$ cat config.mk
export PLATFORM = sky130hd
export DESIGN_NAME = ordered_list_push_delete_unit_flat
export DESIGN_NICKNAME = d
export VERILOG_FILES = /design/src/rtl/core/olpd_pkg.sv /design/src/rtl/core/olpd_if.sv /design/src/rtl/core/olpd_cell.sv /design/src/rtl/core/ordered_list_push_delete_unit.sv /design/src/flat_wrapper.sv
export SDC_FILE = /design/constraint.sdc
export NUM_CORES = 2
export LEC_CHECK = 0
export BUFFER_PORTS_ARGS = -buffer_cell sky130_fd_sc_hd__buf_2
export CORE_MARGIN = 2
export CORE_UTILIZATION = 65
export DETAILED_ROUTE_END_ITERATION = 10
export PLACE_DENSITY = 0.82
export SYNTH_ARGS = -nofsm -noshare
export SYNTH_HDL_FRONTEND = slang
export SYNTH_SLANG_ARGS = --single-unit
export TNS_END_PERCENT = 100
$ cat constraint.sdc
create_clock -name clock -period 12.8 [get_ports clock]
set_input_delay 3.2 -clock clock [delete_from_list [all_inputs] [get_ports clock]]
set_output_delay 3.2 -clock clock [all_outputs]
set_load 0.005 [all_outputs]
$ cat src/rtl/core/olpd_pkg.sv
// ----------------------------------------------------------------------------
// olpd_pkg
// Shared constants, codes and types of the ordered list push/delete unit.
// ----------------------------------------------------------------------------
package olpd_pkg;

   localparam int LIST_DEPTH  = 16;
   localparam int VALUE_WIDTH = 32;
   localparam int COUNT_WIDTH = $clog2(LIST_DEPTH + 1);

   localparam logic OP_PUSH   = 1'b0;
   localparam logic OP_DELETE = 1'b1;

   localparam logic [1:0] ST_OK        = 2'd0;
   localparam logic [1:0] ST_FULL      = 2'd1;
   localparam logic [1:0] ST_NOT_FOUND = 2'd2;
   localparam logic [1:0] ST_EMPTY     = 2'd3;

   typedef logic [VALUE_WIDTH-1:0] value_type;
   typedef logic [COUNT_WIDTH-1:0] count_type;

   // broadcast to every cell of the chain
   typedef struct packed {
      logic      push_en;
      logic      shift_en;
      value_type key;
   } cell_ctl_type;

endpackage

$ cat src/rtl/core/olpd_if.sv
// ----------------------------------------------------------------------------
// olpd_if
// Request and response channels: valid/ready handshake with payload.
// ----------------------------------------------------------------------------
interface olpd_req_if;
   logic                                 valid;
   logic                                 ready;
   logic                                 opcode;
   logic signed [olpd_pkg::VALUE_WIDTH-1:0] item_value;

   modport source (output valid, output opcode, output item_value, input ready);
   modport sink   (input valid, input opcode, input item_value, output ready);
endinterface

interface olpd_rsp_if;
   logic                              valid;
   logic                              ready;
   logic [1:0]                        status;
   logic [olpd_pkg::COUNT_WIDTH-1:0]  entry_count;

   modport source (output valid, output status, output entry_count, input ready);
   modport sink   (input valid, input status, input entry_count, output ready);
endinterface

$ cat src/rtl/core/olpd_cell.sv
// ----------------------------------------------------------------------------
// olpd_cell
// One list slot: holds a value, flags a match, loads the pushed key when it
// is the tail, takes its right neighbor's value when a delete closes the gap.
// ----------------------------------------------------------------------------
module olpd_cell (
   input  logic                  clock,
   input  olpd_pkg::cell_ctl_type ctl,
   input  logic                  occupied,
   input  logic                  tail,
   input  logic                  seen_in,
   input  olpd_pkg::value_type   next_value,
   output logic                  seen_out,
   output olpd_pkg::value_type   value_out
);
   import olpd_pkg::*;

   value_type value_ff, value_in;
   logic      hit;

   assign hit       = occupied && (value_ff == ctl.key);
   assign seen_out  = seen_in || hit;
   assign value_out = value_ff;

   always_comb begin
      value_in = value_ff;
      if (ctl.push_en && tail) begin
         value_in = ctl.key;
      end else if (ctl.shift_en && seen_out) begin
         value_in = next_value;
      end
   end

   always_ff @(posedge clock) begin
      value_ff <= value_in;
   end

endmodule

$ cat src/rtl/core/ordered_list_push_delete_unit.sv
// ----------------------------------------------------------------------------
// ordered_list_push_delete_unit
// Bounded ordered list kept in a chain of cells: push at tail, delete first
// match with the later entries closing up.
//
//   channel  dir  handshake        word
//   req_bus  in   valid/ready      opcode, item_value
//   rsp_bus  out  valid/ready      status, entry_count
//
// One word per cycle when not stalled: all cells compare at once, the match
// ripples down the chain and the gap closes in the same edge. A response is
// valid in the cycle after its request. The response register frees itself
// when taken, so a new request is accepted in the cycle the previous response
// leaves. Synchronous reset empties the list; no clearing pass.
// ----------------------------------------------------------------------------
module ordered_list_push_delete_unit (
   input  logic        clock,
   input  logic        reset,
   olpd_req_if.sink    req_bus,
   olpd_rsp_if.source  rsp_bus
);
   import olpd_pkg::*;

   count_type    fill_ff, fill_in;
   logic         rsp_valid_ff, rsp_valid_in;
   logic [1:0]   status_ff, status_in;
   count_type    count_ff, count_in;
   logic         fire, full, empty, found;
   cell_ctl_type ctl;

   logic        [LIST_DEPTH:0]   seen;
   value_type   [LIST_DEPTH-1:0] cell_value;
   logic        [LIST_DEPTH-1:0] occupied;
   logic        [LIST_DEPTH-1:0] tail;

   assign req_bus.ready = !rsp_valid_ff || rsp_bus.ready;
   assign fire  = req_bus.valid && req_bus.ready;
   assign full  = (fill_ff == count_type'(LIST_DEPTH));
   assign empty = (fill_ff == '0);
   assign found = seen[LIST_DEPTH];

   assign ctl.key      = value_type'(req_bus.item_value);
   assign ctl.push_en  = fire && (req_bus.opcode == OP_PUSH) && !full;
   assign ctl.shift_en = fire && (req_bus.opcode == OP_DELETE) && found;

   assign seen[0] = 1'b0;

   for (genvar i = 0; i < LIST_DEPTH; i++) begin : g_cell
      value_type nxt;
      if (i == LIST_DEPTH - 1) begin : g_last
         assign nxt = cell_value[i];
      end else begin : g_mid
         assign nxt = cell_value[i+1];
      end
      assign occupied[i] = count_type'(i) < fill_ff;
      assign tail[i]     = count_type'(i) == fill_ff;

      olpd_cell u_cell (
         .clock      (clock),
         .ctl        (ctl),
         .occupied   (occupied[i]),
         .tail       (tail[i]),
         .seen_in    (seen[i]),
         .next_value (nxt),
         .seen_out   (seen[i+1]),
         .value_out  (cell_value[i])
      );
   end

   always_comb begin
      fill_in      = fill_ff;
      rsp_valid_in = rsp_valid_ff && !rsp_bus.ready;
      status_in    = status_ff;
      count_in     = count_ff;
      if (fire) begin
         rsp_valid_in = 1'b1;
         case (req_bus.opcode)
            OP_PUSH: begin
               if (full) begin
                  status_in = ST_FULL;
               end else begin
                  status_in = ST_OK;
                  fill_in   = fill_ff + count_type'(1);
               end
            end
            OP_DELETE: begin
               if (empty) begin
                  status_in = ST_EMPTY;
               end else if (!found) begin
                  status_in = ST_NOT_FOUND;
               end else begin
                  status_in = ST_OK;
                  fill_in   = fill_ff - count_type'(1);
               end
            end
            default: begin
               status_in = ST_OK;
            end
         endcase
         count_in = fill_in;
      end
   end

   always_ff @(posedge clock) begin
      if (reset) begin
         fill_ff      <= '0;
         rsp_valid_ff <= 1'b0;
      end else begin
         fill_ff      <= fill_in;
         rsp_valid_ff <= rsp_valid_in;
      end
      status_ff <= status_in;
      count_ff  <= count_in;
   end

   assign rsp_bus.valid       = rsp_valid_ff;
   assign rsp_bus.status      = status_ff;
   assign rsp_bus.entry_count = count_ff;

endmodule

$ cat src/flat_wrapper.sv
// flat-port wrapper written by rule: the top's interface ports become plain ports
module ordered_list_push_delete_unit_flat import olpd_pkg::*;
  (clock, reset, req_bus_valid, req_bus_opcode, req_bus_item_value, req_bus_ready, rsp_bus_valid, rsp_bus_status, rsp_bus_entry_count, rsp_bus_ready);
  olpd_req_if req_bus_i ();
  olpd_rsp_if rsp_bus_i ();
  input  logic clock;
  input  logic reset;
  input wire logic [$bits(req_bus_i.valid)-1:0] req_bus_valid;
  input wire logic [$bits(req_bus_i.opcode)-1:0] req_bus_opcode;
  input wire logic [$bits(req_bus_i.item_value)-1:0] req_bus_item_value;
  output wire logic [$bits(req_bus_i.ready)-1:0] req_bus_ready;
  output wire logic [$bits(rsp_bus_i.valid)-1:0] rsp_bus_valid;
  output wire logic [$bits(rsp_bus_i.status)-1:0] rsp_bus_status;
  output wire logic [$bits(rsp_bus_i.entry_count)-1:0] rsp_bus_entry_count;
  input wire logic [$bits(rsp_bus_i.ready)-1:0] rsp_bus_ready;
  assign req_bus_i.valid = req_bus_valid;
  assign req_bus_i.opcode = req_bus_opcode;
  assign req_bus_i.item_value = req_bus_item_value;
  assign req_bus_ready = req_bus_i.ready;
  assign rsp_bus_valid = rsp_bus_i.valid;
  assign rsp_bus_status = rsp_bus_i.status;
  assign rsp_bus_entry_count = rsp_bus_i.entry_count;
  assign rsp_bus_i.ready = rsp_bus_ready;
  ordered_list_push_delete_unit u_core (.clock(clock), .reset(reset), .req_bus(req_bus_i), .rsp_bus(rsp_bus_i));
endmodule
==> flow_summary.yaml <==
layout:
  mostFrequentLayoutCells: "sky130_fd_sc_hd__edfxtp_1 (519), sky130_fd_sc_hd__mux2_2 (482), sky130_fd_sc_hd__xor2_1 (284)"
  total_non_filler_cell_area_in_the_finished_layout_sq_um: 32400
  layout.cells.most_common: "sky130_fd_sc_hd__edfxtp_1"
  design.final.nets: 2289
  final_layout_size_suffix_gt1_share_pct: 31.0
  area_growth_syn_to_layout_pct: 7.28
  count_of_fill_cells_added_during_filler_insertion: 3248
worst_hold_path:
  worstHoldPathCells: 2
  hold-path-endpoint: "u_core.rsp_bus.valid"
  min-delay-start: "u_core.rsp_bus.valid"
  min_path_type: "reg -> reg"
logic_synthesis:
  ys_ff_latch: 525
  synth.net_count: 2310
  ys_seq_area_share_pct: 51.9
  post_synth_instance_area_sq_um: 30200
  synth-edff-count: 519
  synth_top_flop_cell: "sky130_fd_sc_hd__edfxtp_1"
  yosysWarningCount: 0
  postSynthCellCount: 2268
  syn-mean-instance-area_sq_um: 13.3
  yosys.cell_types.count: 65
  ys_async_sr_fraction_pct: 0
die:
  dieWidth_um: 220
  floorplan.initialDensity_pct: 65.4
  fp.dieH_um: 220
  floorplan_core_area_sq_um: 46300
  boundaryPins: 46
  floorplan.rows: 79
  floorplan.die_area_sq_um: 48300
flow_run:
  maxcap_viol_count: 0
critical_path:
  worstSetupPathType: "in -> reg"
  path_buf_inv: 3
  critical_path.max_fanout: 32
  crit_path_start: "req_bus_item_value[21]"
  crit_path_end_kind: "register"
  reg2reg_to: "u_core.g_cell[13].u_cell.value_out[6]"
  worst-r2r-cell-count: 9
  r2r_setup_slack_ns: 8.06
  worst_path_largest_cell_delay_ns: 0.76
  crit_path_cell_chain: "buf_2 > buf_4 > xor2_1 > nor4_1 > nand4_1 > nor4_1 > buf_4 > a2111oi_4 > nand3_1 > o21ai_0 > nand2_1"
  cell_type_of_the_slowest_stage_on_the_worst_timing_path: "sky130_fd_sc_hd__nand2_1"
  critical_path.startpoint_type: "primary input"
  cp.arrival_ns: 7.10
  critical-path-top-delay-family: "simple AND/OR/NAND/NOR gates"
  timing.critical_path.required_ns: 12.89
  rr_startpoint: "u_core.fill_ff[4]"
clock_network:
  post-cts-setup-buffer-count: 0
  cts-htree-levels: 2
  cts_clock_pin_slew_for_the_worst_setup_and_hold_paths_ns: 0.06
  clockRootBuffer: "sky130_fd_sc_hd__clkbuf_16"
  cts_made_buffers: 55
  clk_latency_ns: 0.65
  ctsResizeCount: 0
  max-clock-path-buffers: 3
  cts_hold_buf: 0
  cts_sink_cnt: 525
  clock_tree_from_tritoncts: "done"
route:
  violation_count_after_the_first_detailed_routing_iteration: 2325
  drt-pass1-iter-count: 6
  highest_layer: "met5"
  m1WireLength_um: 35300
  route.final.wire_length_um: 92200
  num_vias: 20000
  detailed_routed_wire_length_on_met3_um: 7470
  drt.antenna.violating_nets: 0
  routed-wl-met2_um: 43900
  vias_per_cell: 6.91
  route.detailed.drc: 0
  wl_per_cell_um: 31.8
sta:
  rsz0062_at_grt: "false"
  fmax_mhz: 143
  setup_viol_count_final: 0
  final.min_clock_period_ns: 7.00
  setup_total_negative_slack_ns: 0
  hold_viol_final: 0
  finalCritPeriodShare_pct: 54.7
  worstMarginPinSlew_ns: 1.25
  timing.max_slew.rel_slack_pct: 16.6
  skew_ns: 0.0315
  whs_ns: 0.530
  maxSlewViolCount: 0
placed_design:
  buffer_ports.inserted: 45
  post_dp_area_sq_um: 30600
  globalplace.congestion: 0.983
  dp_hpwl_um: 60200
pwr:
  p_per_area_nw_per_um2: 118
  ir_drop_mv: 0.125
  static-leakage-power_nw: 10.5
grt:
  grt_start_max_net_pins: 34
  via_count_of_the_first_global_routing_pass: 19700
  global_route_usage_over_all_layers_pct: 38.1
  global_route_wire_length_before_repair_um: 132000
  grt_antenna_before_repair: 3
  grt.overflow.total: 0
status:
  status: "finished clean"
state kept, by name (all words and copies together) (netlist names):
signal / cells
u_core.rsp_bus.status: 2
u_core.rsp_bus.entry_count: 5
u_core.g_cell.u_cell.value_out: 512
u_core.fill_ff: 5
u_core.rsp_bus.valid: 1
tightest hold or removal path: stages, from the launching register on:
cell                       delay [ns]
sky130_fd_sc_hd__dfxtp_1         0.31
sky130_fd_sc_hd__nand2b_1        0.10
sky130_fd_sc_hd__a21oi_1         0.07
layout make-up:
type	instances	area, sq um	area share, %
antenna	1	2.50	0.00771
sequential	525	15700	48.4
timing repair buffer	110	713	2.20
clock inverter	38	429	1.32
multi-input combinational	1548	13400	41.3
tap	607	759	2.34
clock buffer	63	1410	4.33
inverter	7	26.3	0.0810
through the flow:
stage               setup slack, ns  power, mW  utilization (%)  instances
finish                         5.80       3.84             70.1       2899
global route                   5.62       3.92             70.1       2899
CTS                            5.93       3.84             70.1       2898
detailed placement             5.28       2.21             66.2       2797
global placement               5.44       2.21             66.2       2797
floorplan                      4.94       2.13                -       2268
worst max path at each step:
stage | endpoint | cells past startpoint
finish | u_core.g_cell[13].u_cell.value_out[6] | 11
global route | u_core.g_cell[13].u_cell.value_out[3] | 11
CTS | u_core.g_cell[13].u_cell.value_out[19] | 11
detailed placement | u_core.g_cell[13].u_cell.value_out[6] | 11
global placement | u_core.g_cell[10].u_cell.value_out[18] | 11
floorplan | u_core.g_cell[2].u_cell.value_out[0] | 11
power breakdown:
part	internal, mW	switching, mW
registers	1.88	0.0117
clock network	0.936	0.716
logic	0.0890	0.202
total	2.91	0.930
cells in the mapped netlist, types with 5 or more instances:
cell type                  number  area (sq um)
sky130_fd_sc_hd__nand4_1       99           619
sky130_fd_sc_hd__buf_1         18          67.6
sky130_fd_sc_hd__buf_2         43           215
sky130_fd_sc_hd__nor2_1        46           173
sky130_fd_sc_hd__and3_1         6          37.5
sky130_fd_sc_hd__o21ai_0       16          80.1
sky130_fd_sc_hd__nor3_1        36           180
sky130_fd_sc_hd__xnor2_1      234          2050
sky130_fd_sc_hd__nor4b_1        8          70.1
sky130_fd_sc_hd__a31oi_1        6          37.5
sky130_fd_sc_hd__buf_6         39           439
sky130_fd_sc_hd__nand3_1       36           180
sky130_fd_sc_hd__a21oi_1        7          35.0
sky130_fd_sc_hd__dfxtp_1        6           120
sky130_fd_sc_hd__ha_1           5          62.6
sky130_fd_sc_hd__inv_1          7          26.3
sky130_fd_sc_hd__buf_4         30           225
sky130_fd_sc_hd__or4_1          8          60.1
sky130_fd_sc_hd__nand4b_1      15           131
sky130_fd_sc_hd__and2_1         5          31.3
sky130_fd_sc_hd__nor3b_1        7          52.6
sky130_fd_sc_hd__nor4_1       128           801
sky130_fd_sc_hd__xor2_1       284          2490
sky130_fd_sc_hd__or3_1          6          37.5
sky130_fd_sc_hd__mux2_2       482          5430
sky130_fd_sc_hd__clkbuf_1      57           214
sky130_fd_sc_hd__and4_1         5          43.8
sky130_fd_sc_hd__edfxtp_1     519         15600
sky130_fd_sc_hd__nand2_1       53           199
sky130_fd_sc_hd__a21o_1         5          37.5
metal layers:
metal | vias to the layer above | global-route usage [%]
li1 | 8462 | -
met1 | 10000 | 49.1
met2 | 1223 | 62.2
met3 | 332 | 5.71
met4 | 2 | 21.5
met5 | - | 0
cell families after synthesis:
kind of cell               Yosys count  synth area share, %
AOI/OAI and AO/OA                   53                 1.29
adders and majority gates            5                0.207
DFF                                525                 51.9
buffers and inverters              195                 3.98
xor gates and xnor gates           518                 15.0
muxes                              483                 18.0
and+or+nand+nor                    489                 9.63
Power figures use the tool's default switching activity.
